===== src/hw/rtl/vsa_pkg.sv =====
// Shared types and constants for the voice slot allocator.
// No dependencies.
package vsa_pkg;

  localparam int ACTION_W   = 2;
  localparam int ID_W       = 6;
  localparam int VER_W      = 32;
  localparam int SLOT_OUT_W = 4;
  localparam int CFG_W      = 5;
  // wide enough for slots_in_use and any slot count up to 64
  localparam int CNT_W      = 7;
  localparam logic [CFG_W-1:0] CFG_RESET = 5'd16;

  typedef enum logic [ACTION_W-1:0] {
    ACT_PLAY  = 2'd0,
    ACT_QUERY = 2'd1,
    ACT_STOP  = 2'd2,
    ACT_END   = 2'd3
  } action_t;

  typedef struct packed {
    logic load;
    logic exec;
    logic cfg_load;
  } vsa_cmd_t;

  typedef struct packed {
    logic out_free;
  } vsa_sts_t;

endpackage


===== src/hw/rtl/voice_slot_allocator.sv =====
// Voice slot allocator top level: sequencer plus datapath.
// A request is registered, then executed in S_EXEC once the result register is free of a stalled result.
// Requests are taken only in S_IDLE, so each one's generation RAM read and write end before the next is taken.
// A new request is taken while the previous result waits on out_stall.
// Reset (sync, rst_n low): slots_in_use = 16, pointer 0, all slots inactive,
// generations read as zero through per-slot valid bits; no clearing pass.
module voice_slot_allocator
  import vsa_pkg::*;
#(
  parameter int SLOT_COUNT = 16
) (
  input  logic                  clk,
  input  logic                  rst_n,
  input  logic                  in_valid,
  output logic                  in_stall,
  input  logic [ACTION_W-1:0]   in_action,
  input  logic [ID_W-1:0]       in_slot_id,
  input  logic [VER_W-1:0]      in_handle_version,
  output logic                  out_valid,
  input  logic                  out_stall,
  output logic                  out_ok,
  output logic [SLOT_OUT_W-1:0] out_granted_slot,
  output logic [VER_W-1:0]      out_granted_version,
  input  logic                  cfg_valid,
  output logic                  cfg_ready,
  input  logic [CFG_W-1:0]      cfg_slots_in_use
);

  vsa_cmd_t cmd;
  vsa_sts_t sts;

  vsa_ctrl u_ctrl (
    .clk       (clk),
    .rst_n     (rst_n),
    .in_valid  (in_valid),
    .in_stall  (in_stall),
    .cfg_valid (cfg_valid),
    .cfg_ready (cfg_ready),
    .sts       (sts),
    .cmd       (cmd)
  );

  vsa_dp #(
    .SLOT_COUNT (SLOT_COUNT)
  ) u_dp (
    .clk                 (clk),
    .rst_n               (rst_n),
    .cmd                 (cmd),
    .sts                 (sts),
    .in_action           (in_action),
    .in_slot_id          (in_slot_id),
    .in_handle_version   (in_handle_version),
    .cfg_slots_in_use    (cfg_slots_in_use),
    .out_valid           (out_valid),
    .out_stall           (out_stall),
    .out_ok              (out_ok),
    .out_granted_slot    (out_granted_slot),
    .out_granted_version (out_granted_version)
  );

endmodule


===== src/hw/rtl/vsa_ram.sv =====
// Generic single-write, single-read RAM with registered read data.
// No dependencies.
module vsa_ram #(
  parameter int DATA_W = 32,
  parameter int DEPTH  = 16
) (
  input  logic                                  clk,
  input  logic                                  we,
  input  logic [(DEPTH > 1 ? $clog2(DEPTH) : 1)-1:0] waddr,
  input  logic [DATA_W-1:0]                     wdata,
  input  logic [(DEPTH > 1 ? $clog2(DEPTH) : 1)-1:0] raddr,
  output logic [DATA_W-1:0]                     rdata
);

  logic [DATA_W-1:0] mem [DEPTH];

  always_ff @(posedge clk) begin
    if (we) begin
      mem[waddr] <= wdata;
    end
    rdata <= mem[raddr];
  end

endmodule


===== src/hw/rtl/vsa_ctrl.sv =====
// Sequencer for the voice slot allocator: load and execute phases.
// Depends on vsa_pkg.
module vsa_ctrl
  import vsa_pkg::*;
(
  input  logic     clk,
  input  logic     rst_n,
  input  logic     in_valid,
  output logic     in_stall,
  input  logic     cfg_valid,
  output logic     cfg_ready,
  input  vsa_sts_t sts,
  output vsa_cmd_t cmd
);

  typedef enum logic [1:0] {
    S_IDLE = 2'b01,
    S_EXEC = 2'b10
  } state_t;

  state_t state_r, state_nxt;

  always_comb begin
    state_nxt    = state_r;
    cmd.load     = 1'b0;
    cmd.exec     = 1'b0;
    cmd.cfg_load = 1'b0;
    in_stall     = 1'b1;
    cfg_ready    = 1'b0;
    case (state_r)
      S_IDLE: begin
        in_stall     = 1'b0;
        cfg_ready    = 1'b1;
        cmd.cfg_load = cfg_valid;
        if (in_valid) begin
          cmd.load  = 1'b1;
          state_nxt = S_EXEC;
        end
      end
      S_EXEC: begin
        if (sts.out_free) begin
          cmd.exec  = 1'b1;
          state_nxt = S_IDLE;
        end
      end
      default: state_nxt = S_IDLE;
    endcase
  end

  always_ff @(posedge clk) begin
    if (!rst_n) begin
      state_r <= S_IDLE;
    end else begin
      state_r <= state_nxt;
    end
  end

endmodule


===== src/hw/rtl/vsa_dp.sv =====
// Datapath: slot state, round-robin search, generation RAM, result register.
// Depends on vsa_pkg and vsa_ram.
module vsa_dp
  import vsa_pkg::*;
#(
  parameter int SLOT_COUNT = 16
) (
  input  logic                  clk,
  input  logic                  rst_n,
  input  vsa_cmd_t              cmd,
  output vsa_sts_t              sts,
  input  logic [ACTION_W-1:0]   in_action,
  input  logic [ID_W-1:0]       in_slot_id,
  input  logic [VER_W-1:0]      in_handle_version,
  input  logic [CFG_W-1:0]      cfg_slots_in_use,
  output logic                  out_valid,
  input  logic                  out_stall,
  output logic                  out_ok,
  output logic [SLOT_OUT_W-1:0] out_granted_slot,
  output logic [VER_W-1:0]      out_granted_version
);

  localparam int IW = (SLOT_COUNT > 1) ? $clog2(SLOT_COUNT) : 1;

  logic [CFG_W-1:0]      slots_r;
  logic [SLOT_COUNT-1:0] active_r, active_nxt;
  logic [SLOT_COUNT-1:0] gen_vld_r, gen_vld_nxt;
  logic [IW-1:0]         next_r, next_nxt;
  action_t               act_r;
  logic [ID_W-1:0]       id_r;
  logic [VER_W-1:0]      ver_r;
  logic [IW-1:0]         addr_r;
  logic                  rd_vld_r;
  logic                  out_valid_r;
  logic                  ok_r, ok_nxt;
  logic [SLOT_OUT_W-1:0] slot_r, slot_nxt;
  logic [VER_W-1:0]      gver_r, gver_nxt;

  logic [CNT_W-1:0]      n;
  logic [IW-1:0]         start, pick, hi_pick, lo_pick, load_addr, rd_addr;
  logic [SLOT_COUNT-1:0] free, hi;
  logic [VER_W-1:0]      rdata, gen_cur, gen_new;
  logic                  ram_we, hok, id_in;
  logic [CNT_W-1:0]      p1;

  assign n = (CNT_W'(slots_r) > CNT_W'(SLOT_COUNT)) ? CNT_W'(SLOT_COUNT)
                                                     : CNT_W'(slots_r);

  // rotating priority search from the pointer
  always_comb begin
    start   = (CNT_W'(next_r) < n) ? next_r : '0;
    hi_pick = '0;
    lo_pick = '0;
    for (int i = SLOT_COUNT - 1; i >= 0; i--) begin
      free[i] = !active_r[i] && (CNT_W'(i) < n);
      hi[i]   = free[i] && (CNT_W'(i) >= CNT_W'(start));
      if (free[i]) lo_pick = IW'(i);
      if (hi[i])   hi_pick = IW'(i);
    end
    pick = (|hi) ? hi_pick : ((|free) ? lo_pick : start);
  end

  assign load_addr = (action_t'(in_action) == ACT_PLAY) ? pick : IW'(in_slot_id);
  assign rd_addr   = cmd.load ? load_addr : addr_r;

  assign gen_cur = rd_vld_r ? rdata : '0;
  assign gen_new = gen_cur + 1'b1;
  assign id_in   = CNT_W'(id_r) < n;
  assign hok     = (ver_r != '0) && id_in && active_r[addr_r] && (gen_cur == ver_r);
  assign p1      = CNT_W'(addr_r) + 1'b1;

  always_comb begin
    active_nxt  = active_r;
    gen_vld_nxt = gen_vld_r;
    next_nxt    = next_r;
    ram_we      = 1'b0;
    ok_nxt      = 1'b0;
    slot_nxt    = id_r[SLOT_OUT_W-1:0];
    gver_nxt    = '0;
    if (cmd.exec) begin
      case (act_r)
        ACT_PLAY: begin
          slot_nxt = '0;
          if (n != '0) begin
            ram_we              = 1'b1;
            gen_vld_nxt[addr_r] = 1'b1;
            active_nxt[addr_r]  = 1'b1;
            next_nxt            = (p1 == n) ? '0 : IW'(p1);
            ok_nxt              = 1'b1;
            slot_nxt            = SLOT_OUT_W'(addr_r);
            gver_nxt            = gen_new;
          end
        end
        ACT_QUERY: ok_nxt = hok;
        ACT_STOP: begin
          ok_nxt = hok;
          if (hok) active_nxt[addr_r] = 1'b0;
        end
        ACT_END: begin
          if (id_in) active_nxt[addr_r] = 1'b0;
        end
        default: ok_nxt = 1'b0;
      endcase
    end
  end

  vsa_ram #(
    .DATA_W (VER_W),
    .DEPTH  (SLOT_COUNT)
  ) u_gen_ram (
    .clk   (clk),
    .we    (ram_we),
    .waddr (addr_r),
    .wdata (gen_new),
    .raddr (rd_addr),
    .rdata (rdata)
  );

  assign sts.out_free = !out_valid_r || !out_stall;

  always_ff @(posedge clk) begin
    if (!rst_n) begin
      slots_r     <= CFG_RESET;
      active_r    <= '0;
      gen_vld_r   <= '0;
      next_r      <= '0;
      out_valid_r <= 1'b0;
    end else begin
      if (cmd.cfg_load) slots_r <= cfg_slots_in_use;
      active_r  <= active_nxt;
      gen_vld_r <= gen_vld_nxt;
      next_r    <= next_nxt;
      if (cmd.exec) begin
        out_valid_r <= 1'b1;
      end else if (!out_stall) begin
        out_valid_r <= 1'b0;
      end
    end
  end

  always_ff @(posedge clk) begin
    rd_vld_r <= gen_vld_r[rd_addr];
    if (cmd.load) begin
      act_r  <= action_t'(in_action);
      id_r   <= in_slot_id;
      ver_r  <= in_handle_version;
      addr_r <= load_addr;
    end
    if (cmd.exec) begin
      ok_r   <= ok_nxt;
      slot_r <= slot_nxt;
      gver_r <= gver_nxt;
    end
  end

  assign out_valid           = out_valid_r;
  assign out_ok              = ok_r;
  assign out_granted_slot    = slot_r;
  assign out_granted_version = gver_r;

  a_play_marks_active: assert property (@(posedge clk) disable iff (!rst_n)
    (cmd.exec && act_r == ACT_PLAY && n != '0) |=> active_r[addr_r])
    else $error("played slot not marked active");

  a_pointer_in_range: assert property (@(posedge clk) disable iff (!rst_n)
    (cmd.exec && act_r == ACT_PLAY && n != '0) |=> (CNT_W'(next_r) < n))
    else $error("next slot pointer out of range after play");

  a_result_from_exec: assert property (@(posedge clk) disable iff (!rst_n)
    $rose(out_valid_r) |-> $past(cmd.exec))
    else $error("result shown without an executed request");

endmodule


===== config.mk =====
export PLATFORM = sky130hd
export DESIGN_NAME = voice_slot_allocator
export DESIGN_NICKNAME = d
export VERILOG_FILES = /design/src/hw/rtl/vsa_pkg.sv /design/src/hw/rtl/voice_slot_allocator.sv /design/src/hw/rtl/vsa_ram.sv /design/src/hw/rtl/vsa_ctrl.sv /design/src/hw/rtl/vsa_dp.sv
export SDC_FILE = /design/constraint.sdc
export NUM_CORES = 1
export LEC_CHECK = 0
export CAP_MARGIN = 30
export CORE_UTILIZATION = 45
export CTS_CLUSTER_DIAMETER = 60
export CTS_CLUSTER_SIZE = 28
export DETAILED_ROUTE_END_ITERATION = 16
export DONT_BUFFER_PORTS = 1
export GPL_ROUTABILITY_DRIVEN = 0
export SLEW_MARGIN = 20
export SYNTH_ARGS = -nofsm -noshare
export SYNTH_HDL_FRONTEND = slang
export SYNTH_SLANG_ARGS = --single-unit

===== constraint.sdc =====
create_clock -name clk -period 4.05 [get_ports clk]
set_input_delay 0.2025 -clock clk [delete_from_list [all_inputs] [get_ports clk]]
set_output_delay 0.2025 -clock clk [all_outputs]
set_load 0.02 [all_outputs]

**After elaboration in Yosys (flattened, before gate mapping)**

Memory sizes are Yosys's and may differ from the RTL's. A register that Yosys moved wholly into a read port is not among the register bits.
Cells that the tools add are included.

- Logic and storage cells: 206
- Memories kept: 1
- Flip-flop bits (word level): 126
- Input bits: 50
- Bits in writable memories: 512

- Magnitude comparators: 37
- Bitwise logic cells: 4
- Add/subtract/negate cells: 2
- Eq/ne operators: 13
- Reductions and logical operators: 66
- Mux-type cells: 69

Memories:

| name | depth | width | read ports | clocked after Yosys merged registers in | write ports | line | source |
|---|---|---|---|---|---|---|---|
| u_dp.u_gen_ram.mem | 16 | 32 | 1 | 1 | 1 | vsa_ram.sv:15 | `logic [DATA_W-1:0] mem [DEPTH];` |

Operators with widths:

| cell | count |
|---|---|
| $mux W4 | 39 |
| $lt A4 B7 Y1 const A | 8 |
| $mux W16 | 3 |
| $pmux W16 S3 | 1 |
| $logic_and A1 B1 Y1 | 35 |
| $add A32 B1 Y32 const B | 1 |
| $eq A32 B32 Y1 | 1 |
| $mux W32 | 1 |
| $or A16 B16 Y16 | 2 |
| $reduce_bool A32 Y1 | 1 |
| $reduce_or A16 Y1 | 2 |
| $ge A4 B4 Y1 const A | 7 |
| $lt A3 B7 Y1 const A | 4 |
| $logic_not A1 Y1 | 18 |
| $mux W1 | 17 |
| $and A16 B16 Y16 | 1 |
| $ge A3 B4 Y1 const A | 4 |
| $not A16 Y16 | 1 |
| $lt A1 B7 Y1 const A | 2 |
| $lt A2 B7 Y1 const A | 2 |
| $lt A4 B5 Y1 const B | 2 |
| $bmux W1 S4 | 2 |
| $ge A1 B4 Y1 const A | 2 |
| $ge A2 B4 Y1 const A | 2 |
| 23 further kinds | 33 |

**Logic depth before layout (Yosys ltp)**

- Depth in word-level cells: 26
- Gate-level depth with buffers: 19
- Mapped depth without buffers: 15

**Hierarchy**

A second synthesis with hierarchy kept.

- Cell total of the unflattened synthesis: 1704
- Area, all modules: 27790.4 um^2

Modules (own cells, without submodules):

| module | times used | area an instance (um^2) | cells an instance |
|---|---|---|---|
| vsa_ram | 1 | 19854.0 | 838 |
| vsa_dp | 1 | 7835.0 | 856 |
| vsa_ctrl | 1 | 101.3 | 10 |

**Worst setup path before layout**

OpenSTA, ideal clock, no wires.

- Path type: register to register
- Start: register u_dp.slots_r[2]
- End: register u_dp.u_gen_ram.rdata[0], read port of u_dp.u_gen_ram.mem
- Buffers on the path: 3
- Data arrival time: 3789 ps
- Data required time: 3928 ps
- Path slack: 139 ps
- Cell stages (with the launch flop): 17
- Cell sequence: dfxtp_1 > buf_2 > buf_4 > nand2_1 > ha_1 > a21oi_1 > o21a_1 > o21ai_1 > o31a_1 > o31ai_2 > and4bb_2 > a31oi_2 > o21ai_2 > buf_2 > mux2_2 > a2111o_1 > a311o_1

- Cells in the longest elaborated chain, start to end: 24

RTL lines:

| element | line | source |
|---|---|---|
| from (decl) | vsa_dp.sv:25 | `logic [CFG_W-1:0] slots_r;` |
| from (signal assigned) | vsa_dp.sv:129 | `if (cmd.cfg_load) slots_r <= cfg_slots_in_use;` |
| $gt A5 B5 Y1 | vsa_dp.sv:46 | `assign n = (CNT_W'(slots_r) > CNT_W'(SLOT_COUNT)) ? CNT_W'(SLOT_COUNT)` |
| $mux W5 (*) | vsa_dp.sv:46 |  |
| $lt A4 B7 Y1 (on tied branches) | vsa_dp.sv:51, vsa_dp.sv:55 |  |
| $mux W4 / $logic_and A1 B1 Y1 (equally long branches) | vsa_dp.sv:51, vsa_dp.sv:55 |  |
| $ge A4 B4 Y1 / $mux W4 (equally long branches) | vsa_dp.sv:56, vsa_dp.sv:57, vsa_dp.sv:58 |  |
| $logic_and A1 B1 Y1 / $mux W4 (equally long branches) | vsa_dp.sv:56, vsa_dp.sv:57 |  |
| $mux W4 (on tied branches) (14 in a row) | vsa_dp.sv:58, vsa_dp.sv:57 |  |
| $mux W4 (on tied branches) | vsa_dp.sv:58, vsa_dp.sv:60 |  |
| $mux W4 (*) | vsa_dp.sv:60 | `pick = (\|hi) ? hi_pick : ((\|free) ? lo_pick : start);` |
| $mux W4 (*) | vsa_dp.sv:63 | `assign load_addr = (action_t'(in_action) == ACT_PLAY) ? pick : IW'(in_slot_id);` |
| $mux W4 (*) | vsa_dp.sv:64 | `assign rd_addr = cmd.load ? load_addr : addr_r;` |
| to (decl) | vsa_ram.sv:12 | `output logic [DATA_W-1:0] rdata` |

Every way passes the cells marked *; elsewhere a longest branch is shown, timed or not.
A chain may end at the register's enable or synchronous reset.

**Final worst setup path**

- Start: register u_dp.slots_r[4]
- End: register u_dp.u_gen_ram.rdata[17], read port of u_dp.u_gen_ram.mem

The elaborated chain is that of the path after synthesis.

==> results.md <==
* Status: finished, final reports clean
* Synth Cell Area at 29400 um2
* Yosys reg bits at 670
* Slowest stage delay, CP at 0.42 ns
* Die ar. at 66300 um2
* Syn_area_per_cell at 13.2 um2
* Pin count of the biggest net entering global routing at 102
* Area Overhead vs Synth at 16.5%
* Least-Margin Pin Slew at 0.802 ns
* GR Layer Usage met3 at 4.07%
* Reg clk slew, reported paths at 0.10 ns
* Final #Nets at 2380
* First-pass GRT wire length at 131 mm
* Dpl cells at 3038
* Top Family by Delay on Critical Path: compound AO/OA/AOI/OAI gates
* R2R cell count at 18
* Gr ovfl total at 0
* Vias in the first global route at 19700
* Post-synth ARST share at 0%
* Wire per inst at 28.8 um
* Synth Net Count at 2287
* H-tree depth at 2
* Total vias in the final route at 20700
* Fin Clk Skew at 0.0344 ns
* Clock buffer count from CTS at 42
* Fin cells at 3203
* Startpoint types: flop
* Slowest CP cell: a2111o_1
* Filler cells at 5322
* CTS Buffer Depth at 3
* GRT met1 Usage at 36.9%
* Core Util, Final at 53.1%
* Synth top area share at 60.2%
* Placed instance area at 31400 um2
* Share of cells above drive strength 1 at 15.3%
* Initial antenna violation count at 4
* Fin crit share at 99.1%
* Worst EP required at 4.57 ns
* Hold slack at 0.0300 ns
* Yosys cell types at 79
* TritonRoute pass-1 iters at 5
* Sink Count at 670
* Met2 usage at 43.1%
* Worst setup EP type: flop
* Hold Path Cell Cnt at 4
* Setup TNS at 0 ns
* Worst vdd ir at 0.309 mV
* Path length in cells of the critical path at 18
* CTS tree: yes
* Setup CP Type: reg -> reg
* Synth warn at 0
* Die Y at 258 um
* Rel. slew slack at 46.6%
* Vias/cell at 6.47
* Top Usage Layer GRT: met2
* Final Cell Area at 34200 um2
* Number of buffers and inverters on the critical path at 5
* Clk_lat worst skew at 0.62 ns
* HPWL Detailed at 51.5 mm
* All-Layer GR Usage at 26.6%
* Drt total wl at 92.4 mm
* Hold Fails Final Rpt at 0
* IO Port Bufs at 0
* Hold WC Path Type: in -> reg
* Dominant cell type by area after synthesis: edfxtp_1
* Maximum achievable frequency at 0.249 GHz
* Initial Util at 45.6%
* Max Slew Vio Count at 0
* CTS root buf: clkbuf_16
* CP arrival at 4.53 ns
* Post-route ant nets at 0
* RSZ-0062 raised after global routing: yes
* Max Cap Viol at 0
* DRC at 0
* Syn Inst Count at 2221
* Crit-path cells: inv_4 -> nand2_4 -> ha_4 -> a21oi_4 -> o21ai_4 -> o31a_1 -> buf_6 -> o31ai_4 -> nand2_2 -> and4bb_2 -> buf_6 -> a31oi_4 -> o21ai_4 -> buf_6 -> clkbuf_16 -> mux2_2 -> a2111o_1 -> a311o_1
* Setup violations, final at 0
* Antenna cell count at 0
* Post-synth EDFFs at 589
* CP Max Fanout at 5
* Core outline area at 64500 um2
* Min Clock Period, post-route at 4.02 ns
* Most common cell on crit path: buf_6
* Row count at 93
* Seq/Total Area, Yosys at 65.7%
* Power Density at 446 nW/um2
* Initial drt markers at 2442
* Die width at 258 um
* Post-synth top flop: edfxtp_1
* Leakage at 11.5 nW
* I/O pin count at 90
* Area contributors post-synth: edfxtp_1, o211ai_1, dfxtp_1, a211oi_1, nand2_1
-- state kept, by name, indices dropped and copies added, names as in the netlist, 4 cells and up, named ones only --
| signal | cells |
|---|---|
| u_dp.addr_r | 4 |
| u_dp.slots_r | 5 |
| u_dp.u_gen_ram.rdata | 32 |
| u_dp.out_granted_version | 32 |
| u_dp.id_r | 6 |
| u_dp.out_granted_slot | 4 |
| u_dp.u_gen_ram.mem | 512 |
| u_dp.next_r | 4 |
| u_dp.ver_r | 32 |
| u_dp.gen_vld_r | 16 |
-- layout by cell type (no fill, tap or decap), drive strengths merged, types with 18 or more instances in the layout --
cell type    Yosys  layout
nor2b           24      24
o21ai           90      90
o22ai           54      54
a311o           32      32
mux2            34      34
a211oi         102     102
o21a            19      19
xor2            35      35
nor2            86      86
buf             56     157
a21oi           24      24
o211ai         233     233
clkbuf         115      51
a21boi          25      25
edfxtp         589     589
a2111o          32      32
nand3           62      62
dfxtp           81      81
dlygate4sd3      0      55
inv             25      39
nand3b          18      18
and2            43      43
nand2          202     202
a22oi           22      22
mux2i           68      68
-- cells in the mapped netlist (all sizes together), types with 19 or more instances --
cell	number
a311o	32
a211oi	102
nor2	86
mux2	34
buf	56
a21boi	25
o21a	19
o22ai	54
inv	25
xor2	35
nand2	202
clkbuf	115
o21ai	90
a2111o	32
dfxtp	81
and2	43
o211ai	233
nor2b	24
a22oi	22
a21oi	24
edfxtp	589
nand3	62
mux2i	68
-- cell type report --
| cell class | count | area, um2 | share of cell area, % |
|---|---|---|---|
| Tap cell | 855 | 1070 | 3.13 |
| Multi-Input combinational cell | 1355 | 9800 | 28.6 |
| Clock buffer | 45 | 1130 | 3.29 |
| Sequential cell | 670 | 19300 | 56.4 |
| Clock inverter | 33 | 383 | 1.12 |
| Inverter | 25 | 97.6 | 0.285 |
| Timing Repair Buffer | 220 | 2450 | 7.15 |
-- report_power, final --
part | internal (W) | switching (W) | total [W]
Combinational | 0.000851 | 0.00146 | 0.00231
Sequential | 0.00771 | 0.000420 | 0.00812
Clock | 0.00220 | 0.00264 | 0.00484
Total | 0.0108 | 0.00452 | 0.0153
-- metrics by stage --
stage,worst slack (ns),power [W]
after global placement,-0.329,0.0103
after detailed placement,-0.401,0.0103
after floorplan,0.139,0.00931
after CTS,-0.00623,0.0152
final,0.0347,0.0153
after global routing,-0.0773,0.0157
-- per-layer routing --
metal  wire length [um]  share of wire (%)
met3               8410                9.1
met4               3010                3.3
met2              43400                 47
met5                  0                  0
met1              37500                 41
-- path summary, 6_finish.rpt --
check                            startpoint                          endpoint  slack (ns)
max            u_dp.slots_r[4]$_SDFFE_PN1P_  u_dp.u_gen_ram.rdata[17]$_DFF_P_        0.03
min                                in_valid    u_ctrl.state_r[1]$_SDFFE_PN0P_        0.03
max reg2reg    u_dp.slots_r[4]$_SDFFE_PN1P_  u_dp.u_gen_ram.rdata[17]$_DFF_P_        0.03
min reg2reg  u_dp.gen_vld_r[5]$_SDFFE_PN0P_    u_dp.gen_vld_r[5]$_SDFFE_PN0P_        0.47
-- worst min-delay path, cell delays in order --
cell,delay [ns]
nand2_1,0.03
buf_4,0.17
o21ai_0,0.07
and2_1,0.13
-- repair_timing --
| action | 4_1_cts | 5_1_grt |
|---|---|---|
| buffers inserted | 4 | 17 |
| resized for setup | 15 | 68 |
| setup endpoints to repair | 33 | 33 |
| hold endpoints to repair | 84 | 0 |
| pin swaps | 6 | 35 |
| gates cloned | 2 | 9 |
| hold buffers | 56 | 0 |
-- kinds of logic after synthesis --
group                      after synthesis  share of synthesized area [%]
AOI/OAI and AO/OA                      685                           17.3
DFF                                    670                           65.7
and+or+nand+nor                        499                           8.16
buffers and inverters                  196                           2.75
muxes                                  106                           3.92
xor gates and xnor gates                49                           1.46
adders and majority gates               16                          0.681
No activity file was read; power rests on OpenSTA's default activity.
